==> config.mk <==
export PLATFORM = sky130hd
export DESIGN_NAME = xoshiro256pp_rng_with_range_top
export DESIGN_NICKNAME = d
export VERILOG_FILES = /design/src/x256r_pkg.sv /design/src/x256r_mul.sv /design/src/x256r_rem.sv /design/src/xoshiro256pp_rng_with_range_top.sv
export SDC_FILE = /design/constraint.sdc
export NUM_CORES = 2
export LEC_CHECK = 0
export ABC_AREA = 0
export BUFFER_PORTS_ARGS = -buffer_cell sky130_fd_sc_hd__clkbuf_2
export CORE_MARGIN = 4
export CORE_UTILIZATION = 60
export CTS_CLUSTER_SIZE = 16
export DETAILED_ROUTE_END_ITERATION = 8
export PLACE_DENSITY = 0.75
export RECOVER_POWER = 50
export SLEW_MARGIN = 10
export SYNTH_ARGS = -nofsm -noshare
export SYNTH_HDL_FRONTEND = slang
export SYNTH_HIERARCHICAL = 1
export SYNTH_SLANG_ARGS = --single-unit
export TNS_END_PERCENT = 5
==> constraint.sdc <==
create_clock -name aclk -period 8.54 [get_ports aclk]
set_clock_uncertainty 0.2 [all_clocks]
set_input_delay 1.281 -clock aclk [delete_from_list [all_inputs] [get_ports aclk]]
set_output_delay 1.281 -clock aclk [all_outputs]
set_load 0.01 [all_outputs]
==> src/x256r_pkg.sv <==
package x256r_pkg;

    localparam int WORD_W  = 64;
    localparam int RANGE_W = 32;
    localparam int SPAN_W  = RANGE_W + 1;
    localparam int NUM_WORDS = 4;
    localparam int IDX_W   = $clog2(NUM_WORDS);

    // splitmix64 constants
    localparam logic [WORD_W-1:0] GOLDEN_STEP = 64'h9e3779b97f4a7c15;
    localparam logic [WORD_W-1:0] MIX_MUL_A   = 64'hbf58476d1ce4e5b9;
    localparam logic [WORD_W-1:0] MIX_MUL_B   = 64'h94d049bb133111eb;
    localparam int MIX_SHIFT_A = 30;
    localparam int MIX_SHIFT_B = 27;
    localparam int MIX_SHIFT_C = 31;

    // xoshiro256++ constants
    localparam int OUT_ROT   = 23;
    localparam int W1_SHIFT  = 17;
    localparam int W3_ROT    = 45;

    // item function codes
    localparam logic FUNC_RESEED = 1'b0;
    localparam logic FUNC_DRAW   = 1'b1;

    typedef enum logic [3:0] {
        ST_IDLE,
        ST_EXP_ADD,
        ST_EXP_MUL1,
        ST_EXP_MUL2,
        ST_DRAW_SUM,
        ST_DRAW_OUT,
        ST_REM_START,
        ST_REM_WAIT,
        ST_DONE
    } state_t;

endpackage

==> src/x256r_mul.sv <==
// bit-serial multiplier, low word of the product, one multiplier bit per cycle
module x256r_mul (
    input  logic                           aclk,
    input  logic                           aresetn,
    input  logic                           start,
    input  logic [x256r_pkg::WORD_W-1:0]   op_a,
    input  logic [x256r_pkg::WORD_W-1:0]   op_b,
    output logic [x256r_pkg::WORD_W-1:0]   product,
    output logic                           done
);
    localparam int CNT_W = $clog2(x256r_pkg::WORD_W);
    localparam logic [CNT_W-1:0] LAST = CNT_W'(x256r_pkg::WORD_W - 1);

    logic [x256r_pkg::WORD_W-1:0] a_reg;
    logic [x256r_pkg::WORD_W-1:0] b_reg;
    logic [x256r_pkg::WORD_W-1:0] acc_reg;
    logic [CNT_W-1:0]             cnt_reg;
    logic                         busy_reg;
    logic                         done_reg;

    always_ff @(posedge aclk) begin
        if (!aresetn) begin
            busy_reg <= 1'b0;
            done_reg <= 1'b0;
            cnt_reg  <= '0;
        end else begin
            done_reg <= busy_reg && (cnt_reg == LAST);
            if (start) begin
                busy_reg <= 1'b1;
                cnt_reg  <= '0;
            end else if (busy_reg) begin
                cnt_reg <= cnt_reg + 1'b1;
                if (cnt_reg == LAST) begin
                    busy_reg <= 1'b0;
                end
            end
        end
    end

    always_ff @(posedge aclk) begin
        if (start) begin
            a_reg   <= op_a;
            b_reg   <= op_b;
            acc_reg <= '0;
        end else if (busy_reg) begin
            acc_reg <= acc_reg + (b_reg[0] ? a_reg : '0);
            a_reg   <= a_reg << 1;
            b_reg   <= b_reg >> 1;
        end
    end

    assign product = acc_reg;
    assign done    = done_reg;

endmodule

==> src/x256r_rem.sv <==
// bit-serial restoring remainder, one dividend bit per cycle
module x256r_rem (
    input  logic                           aclk,
    input  logic                           aresetn,
    input  logic                           start,
    input  logic [x256r_pkg::WORD_W-1:0]   dividend,
    input  logic [x256r_pkg::SPAN_W-1:0]   divisor,
    output logic [x256r_pkg::SPAN_W-1:0]   remainder,
    output logic                           done
);
    localparam int CNT_W = $clog2(x256r_pkg::WORD_W);
    localparam logic [CNT_W-1:0] LAST = CNT_W'(x256r_pkg::WORD_W - 1);

    logic [x256r_pkg::WORD_W-1:0] num_reg;
    logic [x256r_pkg::SPAN_W-1:0] div_reg;
    logic [x256r_pkg::SPAN_W-1:0] rem_reg;
    logic [x256r_pkg::SPAN_W-1:0] rem_next;
    logic [x256r_pkg::SPAN_W:0]   trial;
    logic [CNT_W-1:0]             cnt_reg;
    logic                         busy_reg;
    logic                         done_reg;

    always_comb begin
        trial = {rem_reg, num_reg[x256r_pkg::WORD_W-1]};
        if (trial >= {1'b0, div_reg}) begin
            rem_next = x256r_pkg::SPAN_W'(trial - {1'b0, div_reg});
        end else begin
            rem_next = trial[x256r_pkg::SPAN_W-1:0];
        end
    end

    always_ff @(posedge aclk) begin
        if (!aresetn) begin
            busy_reg <= 1'b0;
            done_reg <= 1'b0;
            cnt_reg  <= '0;
        end else begin
            done_reg <= busy_reg && (cnt_reg == LAST);
            if (start) begin
                busy_reg <= 1'b1;
                cnt_reg  <= '0;
            end else if (busy_reg) begin
                cnt_reg <= cnt_reg + 1'b1;
                if (cnt_reg == LAST) begin
                    busy_reg <= 1'b0;
                end
            end
        end
    end

    always_ff @(posedge aclk) begin
        if (start) begin
            num_reg <= dividend;
            div_reg <= divisor;
            rem_reg <= '0;
        end else if (busy_reg) begin
            num_reg <= num_reg << 1;
            rem_reg <= rem_next;
        end
    end

    assign remainder = rem_reg;
    assign done      = done_reg;

endmodule

==> src/xoshiro256pp_rng_with_range_top.sv <==
// xoshiro256++ generator with a ranged draw. A word with s_func = 0 reseeds the
// four 64-bit state words from s_seed_value through the splitmix64 expansion and
// gives no result; a word with s_func = 1 returns the raw 64-bit output, advances
// the state, and returns s_range_low + raw mod (s_range_high - s_range_low + 1),
// with the span taken exactly in 33 bits. When s_range_high < s_range_low the
// result flags m_range_error, m_ranged_value is zero and the state still moves.
// A draw runs the 64-step bit-serial remainder unit before m_valid rises (an
// inverted range skips it), and s_ready is high again in the same cycle that
// m_valid rises. A reseed runs the bit-serial 64-bit multiplier twice per state
// word. After reset the block runs the same expansion with seed zero and holds
// s_ready low until that expansion is done, before it takes its first word. One
// word is in work at a time; a finished result sits in the output register, so
// the next word is accepted while it waits, and a draw that finishes while that
// register is still full holds s_ready low until it frees.
module xoshiro256pp_rng_with_range_top (
    input  logic                                  aclk,
    input  logic                                  aresetn,
    // input channel
    input  logic                                  s_valid,
    output logic                                  s_ready,
    input  logic                                  s_func,
    input  logic [x256r_pkg::WORD_W-1:0]          s_seed_value,
    input  logic signed [x256r_pkg::RANGE_W-1:0]  s_range_low,
    input  logic signed [x256r_pkg::RANGE_W-1:0]  s_range_high,
    // result channel
    output logic                                  m_valid,
    input  logic                                  m_ready,
    output logic [x256r_pkg::WORD_W-1:0]          m_raw_value,
    output logic signed [x256r_pkg::RANGE_W-1:0]  m_ranged_value,
    output logic                                  m_range_error
);
    localparam int W = x256r_pkg::WORD_W;
    localparam int R = x256r_pkg::RANGE_W;
    localparam int S = x256r_pkg::SPAN_W;

    x256r_pkg::state_t state_reg;
    x256r_pkg::state_t state_next;

    // generator state, written one word at a time during expansion
    logic [W-1:0] words_reg [x256r_pkg::NUM_WORDS];
    logic [x256r_pkg::IDX_W-1:0] word_idx_reg;
    logic [W-1:0] seed_reg;

    // draw datapath
    logic signed [R-1:0] lo_reg;
    logic signed [R-1:0] hi_reg;
    logic [W-1:0] sum_reg;
    logic [W-1:0] raw_reg;
    logic [S-1:0] span_reg;
    logic         err_reg;

    // output register
    logic         m_valid_reg;
    logic [W-1:0] m_raw_reg;
    logic [R-1:0] m_ranged_reg;
    logic         m_err_reg;

    // control
    logic         accept;
    logic         out_free;
    logic         out_load;
    logic         mul_start;
    logic         mul_done;
    logic         rem_start;
    logic         rem_done;
    logic [W-1:0] mul_a;
    logic [W-1:0] mul_b;
    logic [W-1:0] mul_prod;
    logic [S-1:0] rem_value;

    // splitmix64 helpers
    logic [W-1:0] seed_sum;
    logic [W-1:0] seed_mix;
    logic [W-1:0] prod_mix_b;
    logic [W-1:0] prod_mix_c;

    // xoshiro step
    logic [W-1:0] w0_new;
    logic [W-1:0] w1_new;
    logic [W-1:0] w2_new;
    logic [W-1:0] w3_xor;
    logic [W-1:0] w3_new;
    logic [W-1:0] sum_rot;
    logic [S-1:0] range_diff;

    assign accept   = s_valid && s_ready;
    assign out_free = !m_valid_reg || m_ready;

    assign seed_sum   = seed_reg + x256r_pkg::GOLDEN_STEP;
    assign seed_mix   = seed_sum ^ (seed_sum >> x256r_pkg::MIX_SHIFT_A);
    assign prod_mix_b = mul_prod ^ (mul_prod >> x256r_pkg::MIX_SHIFT_B);
    assign prod_mix_c = mul_prod ^ (mul_prod >> x256r_pkg::MIX_SHIFT_C);

    // next state words, all from the old words
    assign w2_new  = words_reg[2] ^ words_reg[0] ^ (words_reg[1] << x256r_pkg::W1_SHIFT);
    assign w3_xor  = words_reg[3] ^ words_reg[1];
    assign w1_new  = words_reg[1] ^ words_reg[2] ^ words_reg[0];
    assign w0_new  = words_reg[0] ^ w3_xor;
    assign w3_new  = (w3_xor << x256r_pkg::W3_ROT) | (w3_xor >> (W - x256r_pkg::W3_ROT));
    assign sum_rot = (sum_reg << x256r_pkg::OUT_ROT) | (sum_reg >> (W - x256r_pkg::OUT_ROT));

    // signed 33-bit difference; its sign bit is the range error
    assign range_diff = {hi_reg[R-1], hi_reg} - {lo_reg[R-1], lo_reg};

    x256r_mul u_mul (
        .aclk    (aclk),
        .aresetn (aresetn),
        .start   (mul_start),
        .op_a    (mul_a),
        .op_b    (mul_b),
        .product (mul_prod),
        .done    (mul_done)
    );

    x256r_rem u_rem (
        .aclk      (aclk),
        .aresetn   (aresetn),
        .start     (rem_start),
        .dividend  (raw_reg),
        .divisor   (span_reg),
        .remainder (rem_value),
        .done      (rem_done)
    );

    // next state
    always_comb begin
        state_next = state_reg;
        unique case (state_reg)
            x256r_pkg::ST_IDLE: begin
                if (s_valid) begin
                    if (s_func == x256r_pkg::FUNC_RESEED) begin
                        state_next = x256r_pkg::ST_EXP_ADD;
                    end else begin
                        state_next = x256r_pkg::ST_DRAW_SUM;
                    end
                end
            end
            x256r_pkg::ST_EXP_ADD:  state_next = x256r_pkg::ST_EXP_MUL1;
            x256r_pkg::ST_EXP_MUL1: begin
                if (mul_done) state_next = x256r_pkg::ST_EXP_MUL2;
            end
            x256r_pkg::ST_EXP_MUL2: begin
                if (mul_done) begin
                    if (word_idx_reg == x256r_pkg::IDX_W'(x256r_pkg::NUM_WORDS - 1)) begin
                        state_next = x256r_pkg::ST_IDLE;
                    end else begin
                        state_next = x256r_pkg::ST_EXP_ADD;
                    end
                end
            end
            x256r_pkg::ST_DRAW_SUM: state_next = x256r_pkg::ST_DRAW_OUT;
            x256r_pkg::ST_DRAW_OUT: begin
                // inverted range skips the remainder
                if (range_diff[S-1]) begin
                    state_next = x256r_pkg::ST_DONE;
                end else begin
                    state_next = x256r_pkg::ST_REM_START;
                end
            end
            x256r_pkg::ST_REM_START: state_next = x256r_pkg::ST_REM_WAIT;
            x256r_pkg::ST_REM_WAIT: begin
                if (rem_done) state_next = x256r_pkg::ST_DONE;
            end
            x256r_pkg::ST_DONE: begin
                if (out_free) state_next = x256r_pkg::ST_IDLE;
            end
            default: state_next = x256r_pkg::ST_IDLE;
        endcase
    end

    // state outputs
    always_comb begin
        s_ready   = 1'b0;
        mul_start = 1'b0;
        mul_a     = prod_mix_b;
        mul_b     = x256r_pkg::MIX_MUL_B;
        rem_start = 1'b0;
        out_load  = 1'b0;
        unique case (state_reg)
            x256r_pkg::ST_IDLE:      s_ready = 1'b1;
            x256r_pkg::ST_EXP_ADD: begin
                mul_start = 1'b1;
                mul_a     = seed_mix;
                mul_b     = x256r_pkg::MIX_MUL_A;
            end
            x256r_pkg::ST_EXP_MUL1:  mul_start = mul_done;
            x256r_pkg::ST_REM_START: rem_start = 1'b1;
            x256r_pkg::ST_DONE:      out_load  = out_free;
            x256r_pkg::ST_EXP_MUL2,
            x256r_pkg::ST_DRAW_SUM,
            x256r_pkg::ST_DRAW_OUT,
            x256r_pkg::ST_REM_WAIT: ;
            default: ;
        endcase
    end

    // control registers
    always_ff @(posedge aclk) begin
        if (!aresetn) begin
            // reset state is the expansion of seed zero
            state_reg    <= x256r_pkg::ST_EXP_ADD;
            seed_reg     <= '0;
            word_idx_reg <= '0;
            m_valid_reg  <= 1'b0;
        end else begin
            state_reg <= state_next;
            if (out_load) begin
                m_valid_reg <= 1'b1;
            end else if (m_ready) begin
                m_valid_reg <= 1'b0;
            end
            case (state_reg)
                x256r_pkg::ST_IDLE: begin
                    if (accept && s_func == x256r_pkg::FUNC_RESEED) begin
                        seed_reg     <= s_seed_value;
                        word_idx_reg <= '0;
                    end
                end
                x256r_pkg::ST_EXP_ADD:  seed_reg <= seed_sum;
                x256r_pkg::ST_EXP_MUL2: begin
                    if (mul_done) word_idx_reg <= word_idx_reg + 1'b1;
                end
                default: ;
            endcase
        end
    end

    // datapath registers
    always_ff @(posedge aclk) begin
        case (state_reg)
            x256r_pkg::ST_IDLE: begin
                if (accept) begin
                    lo_reg <= s_range_low;
                    hi_reg <= s_range_high;
                end
            end
            x256r_pkg::ST_EXP_MUL2: begin
                if (mul_done) words_reg[word_idx_reg] <= prod_mix_c;
            end
            x256r_pkg::ST_DRAW_SUM: sum_reg <= words_reg[0] + words_reg[3];
            x256r_pkg::ST_DRAW_OUT: begin
                raw_reg      <= sum_rot + words_reg[0];
                span_reg     <= range_diff + 1'b1;
                err_reg      <= range_diff[S-1];
                words_reg[0] <= w0_new;
                words_reg[1] <= w1_new;
                words_reg[2] <= w2_new;
                words_reg[3] <= w3_new;
            end
            x256r_pkg::ST_DONE: begin
                if (out_load) begin
                    m_raw_reg    <= raw_reg;
                    m_err_reg    <= err_reg;
                    m_ranged_reg <= err_reg ? '0 : R'(lo_reg) + rem_value[R-1:0];
                end
            end
            default: ;
        endcase
    end

    assign m_valid        = m_valid_reg;
    assign m_raw_value    = m_raw_reg;
    assign m_ranged_value = m_ranged_reg;
    assign m_range_error  = m_err_reg;

endmodule

# Yosys cells after proc, flatten, opt, wreduce, memory -nomap -nowiden
# Memories as Yosys holds them, arrays and structs flattened.
# Cells that the tools add are included.
# totals
register_bits,732
ram_bits,256
in_bits,133
out_inout_bits,99
word_cells,132
mem_count,1
# op_classes
n_addsub,11
magnitude_cmp,1
eq_ne,17
mux,44
bitwise_logic,13
reduce_logical,20
# mem_list
memory,depth,width,read_ports,rd_clocked_by_memory_dff,wr,line_no,source
words_reg,4,64,4,0,4,xoshiro256pp_rng_with_range_top.sv:40,logic [W-1:0] words_reg [x256r_pkg::NUM_WORDS];
# ops
op,n
$mux W64,10
$xor A64 B64 Y64,6
$add A64 B64 Y64,3
$pmux W64 S2,1
$add A64 B64 Y64 const B,1
$or A64 B23 Y64,1
$or A64 B45 Y64,1
$reduce_or A64 Y1,1
$xor A64 B33 Y64,1
$xor A64 B34 Y64,1
$xor A64 B37 Y64,1
$mux W62,1
$pmux W4 S9,1
$ge A34 B33 Y1,1
$add A33 B1 Y33 const B,1
$mux W33,1
$sub A32 B32 Y33,1
$sub A33 B33 Y33,1
$add A32 B32 Y32,1
$mux W4,6
$mux W1,18
$eq A4 B3 Y1 const B,4
$add A6 B1 Y6 const B,2
$eq A6 B6 Y1 const B,2
other kinds (21),39

# Depth between registers and ports, before layout
# depth
word_depth,6
ltp_mapped,15
depth_no_buf,13

# Modules after synthesis
# The synthesis kept the hierarchy.
# modules_own_cells
mod,instances,cells_per_inst,area_per_inst_um2,seq_area_each_um2
xoshiro256pp_rng_with_range_top,1,3955,40263.6,18808.0
x256r_mul,1,1121,11972.7,5285.1
x256r_rem,1,677,7443.4,3733.6

# Worst setup path after synthesis
# OpenSTA, ideal clock, no wires.
# synth_path
kind,flip-flop to flip-flop
start,register state_reg[0]
end,register sum_reg[0] (enable)
setup_time_ns,0.644
arrival_ns,6.677
t_required_ns,7.696
setup_slack_ns,1.019
stages_incl_launch_ff,3
n_path_buf,1
synth_period_minus_slack_ns,7.521
path_cell_list,dfxtp_1 -> clkbuf_1 -> nor4_1
# synth_between
elab_chain_len,1
# synth_lines
element,line_no,source
"start, declared",xoshiro256pp_rng_with_range_top.sv:36,x256r_pkg::state_t state_reg;
"start signal, assigned",xoshiro256pp_rng_with_range_top.sv:201,state_reg <= x256r_pkg::ST_EXP_ADD;
"start signal, assigned",xoshiro256pp_rng_with_range_top.sv:206,state_reg <= state_next;
$eq A4 B3 Y1,xoshiro256pp_rng_with_range_top.sv:230,case (state_reg)
"end signal, assigned",xoshiro256pp_rng_with_range_top.sv:240,x256r_pkg::ST_DRAW_SUM: sum_reg <= words_reg[0] + words_reg[3];
"end, declared",xoshiro256pp_rng_with_range_top.sv:47,logic [W-1:0] sum_reg;
# No other way between the ends.
# A chain may end at the register's enable or synchronous reset.

# Worst setup path after layout
# layout_path
start,register u_mul.busy_reg
end,register u_mul/a_reg[5] in the netlist's numbering (enable)
# layout_between
elab_chain_len,1
# layout_lines
element,line_no,source
"start, declared",x256r_mul.sv:18,logic busy_reg;
"start signal, assigned",x256r_mul.sv:23,busy_reg <= 1'b0;
"start signal, assigned",x256r_mul.sv:29,busy_reg <= 1'b1;
"start signal, assigned",x256r_mul.sv:34,busy_reg <= 1'b0;
$reduce_bool A2 Y1 (no line),-,
"end signal, assigned",x256r_mul.sv:42,a_reg <= op_a;
"end signal, assigned",x256r_mul.sv:47,a_reg <= a_reg << 1;
"end, declared",x256r_mul.sv:14,logic [x256r_pkg::WORD_W-1:0] a_reg;
# No other way between the ends.

==> results.md <==
* CTS sink cnt at 988
* WP data required at 8.64 ns
* Slew headroom at -1.64
* Unrepaired setup endpoints after global routing: false
* Final Wtd Congestion at 1.00
* Internal at 13.5 mW
* Global-route wire length before repair at 262 mm
* NumNets Final at 6,326
* Post-Syn Area per Cell at 10.4 um^2
* Top cells by area, synth: edfxtp_1 (40%), xnor2_1 (7.0%), dfxtp_1 (6.2%)
* IO buf count at 231
* Nature of the critical path endpoint: flop
* Synth Area in Compound Gates at 0.164
* Worst endpoint data arrival time at 6.40 ns
* Layout cells sized above 1 at 0.102
* Part of the power in combinational logic at 0.440
* Initial core utilization at 0.605
* R2r worst-path depth at 4
* R2R Setup Slk at 2.25 ns
* Ys Warns at 6
* CTS resizes at 0
* Flop pwr share at 0.357
* Final non-filler cell total at 7,274
* Die height at 323 um
* WHS Path Cells at 0
* Max Cap Violations at 13
* Status: finished, violations left
* Post-synth EDFFs at 804
* Period utilization at 0.737
* Area occupied by registers at 0.0278 mm^2
* XOR/XNOR Fraction of Synth Area at 0.120
* GR Overflow Total at 0
* Initial antenna violation count at 5
* CTS hold repair buffers at 0
* PD cells at 352 mW/mm^2
* Clock power share at 0.203
* Violated checks: capacitance limit, slew limit
* Detailed placement HPWL at 129 mm
* CTS tree: yes
* IO Pins at 232
* Post-CTS Setup Bufs at 0
* Drt pass-1 iters at 6
* Kind of critical path: reg2reg
* Mux contribution to synthesized area at 0.0435
* CTS buffer count at 103
* Total Routing Usage GR at 0.327
* Max reg flops at 256
* DR WL/cell at 23.8 um
* Area of the multi-input gates at 0.0303 mm^2
* Setup TNS at 0 ns
* Cell type with the largest total area after synthesis: edfxtp_1
* Yosys cell types at 120
* Leak at 24.9 nW
* Reg-to-Reg End: u_mul/a_reg[5]
* DR iter-0 viols at 4,890
* Synth Area in Adders at 0.0630
* Placed cells at 7,078
* Fmax at 159 MHz
* Final setup fails at 0
* Simple-gate area share of the yosys netlist at 0.115
* Maximum vdd drop at 0.392 mV
* Critical Path Fanout Max at 70
* CTS Buffer Depth at 3
* Largest family of logic cells by synthesized area: compound AO/OA/AOI/OAI gates
* DR vias at 45,600
* Synthesized cell area at 0.0597 mm^2
* Final wirelength at 173 mm
* Ys flop type: edfxtp_1
* DRC at 0
* Worst skew pair latency at 0.70 ns
* Clock Tree Root: clkbuf_16
* CORE AREA at 0.0986 mm^2
* Hold endpoint: u_rem/div_reg[3]
* Final hold vios at 0
* Worst Tran Pin Value at 3.96 ns
* Worst R2R Start: u_mul/busy_reg
* Die width at 323 um
* Fillers at 7,861
* Critical path's slowest cell: clkbuf_1
* Sequential fraction of the synthesis area at 0.466
* Largest net degree at the start of global routing at 288
* Synthesized instance count at 5,753
* Top cell type's share of synthesized area at 0.405
* # rows at 115
* Clock transition at the registers of the reported paths at 0.06 ns
* Max incr delay on CP at 1.84 ns
* Total Power at 22.9 mW
* Die ar. at 0.105 mm^2
* Hold Crit Start: span_reg[3]
* Detail-routed via count per cell at 6.27
* Worst hold path class: reg2reg
* Vias in the first global route at 43,300
* Tmin final at 6.29 ns
* CP startpoint kind: flop
* Sw Pwr at 9.35 mW
* Area Overhead vs Synth at 9.04%
* #FFs+latches synth at 988
* Post-route ant nets at 0
* Post-synth ARST share at 0
* Most frequent cell after synthesis: edfxtp_1
* Sw frac at 0.408
* Max Slew Vio Count at 548
* Worst path cell trace: clkbuf_1 > nor2_1 > clkinvlp_2 > buf_4
* H-tree depth at 3
* Top cells by count, synth: edfxtp_1 (804), xnor2_1 (475), nor2_1 (465)
placed cells by master (no fill, tap or decap), drive strengths merged, types with 56 or more instances in the layout:
master    n
a21oi   401
clkbuf  355
xor2    332
and2     91
xnor2   478
nand3    67
ha      291
mux2    193
o21ai   511
inv     162
a21o    165
nor3     99
edfxtp  804
a211oi   56
clkinv   59
nand4    74
nand2   433
dfxtp   184
nor2    468
worst max path at each step:
stage / from / endpoint / slack [ns] / cells past startpoint
finish: u_mul/busy_reg / u_mul/a_reg[5] / 2.25 / 4
global route: u_mul/busy_reg / u_mul/a_reg[1] / 1.86 / 4
CTS: u_mul/b_reg[0] / u_mul/product[62] / 3.89 / 14
detailed placement: u_mul/b_reg[0] / u_mul/product[62] / 3.91 / 14
global placement: u_mul/b_reg[0] / u_mul/product[62] / 4.00 / 14
floorplan: state_reg[0] / sum_reg[0] / 1.02 / 2
final cells by class:
type,instances,area share
inverter,160,0.00933
clock inverter,79,0.0116
multi-input combinational,4373,0.465
tap,1287,0.0247
timing repair buffer,270,0.0197
clock buffer,114,0.0414
sequential,988,0.428
antenna,3,0.000115
power groups by stage:
stage | Combinational, mW | Clock, mW | Sequential, mW
3_3_place_gp | 9.68 | 0 | 8.17
6_report | 10.1 | 4.64 | 8.17
3_5_place_dp | 9.87 | 0 | 8.20
4_1_cts | 9.95 | 4.70 | 8.11
2_1_floorplan | 7.73 | 0 | 7.52
5_1_grt | 11.1 | 4.91 | 8.23
routing by layer:
| metal | wire [um] | up-vias | global-route usage |
|---|---|---|---|
| li1 | - | 21300 | - |
| met1 | 72900 | 22000 | 0.455 |
| met2 | 76700 | 1921 | 0.506 |
| met3 | 14300 | 357 | 0.0472 |
| met4 | 9510 | 4 | 0.160 |
| met5 | 28 | - | 0 |
worst max-delay path: cells and delay by family, from the launching register on:
kind | cells | cell delay [ns]
buffers and inverters | 3 | 4.36
DFF | 1 | 0.91
and+or+nand+nor | 1 | 0.26
through the flow:
| stage | utilization | worst slack (ns) | instance area [um^2] | hold WS (ns) |
|---|---|---|---|---|
| final | 0.660 | 2.25 | 65100 | 0.214 |
| after global routing | 0.660 | 1.86 | 65100 | 0.225 |
| after CTS | 0.663 | 3.89 | 65300 | 0.215 |
| after detailed placement | 0.628 | 3.91 | 61900 | 0.205 |
| after global placement | 0.628 | 4.00 | 61900 | 0.203 |
| after floorplan | - | 1.02 | 59800 | 0.200 |
logic make-up after synthesis:
group                    after synthesis
multiplexers                         235
adder cells (fa/ha/maj)              297
AO/OA/AOI/OAI                       1537
AND/OR/NAND/NOR                     1461
buffers and inverters                423
XOR/XNOR                             810
other                                  2
flip-flops                           988
(Power assumes the default switching activity.)
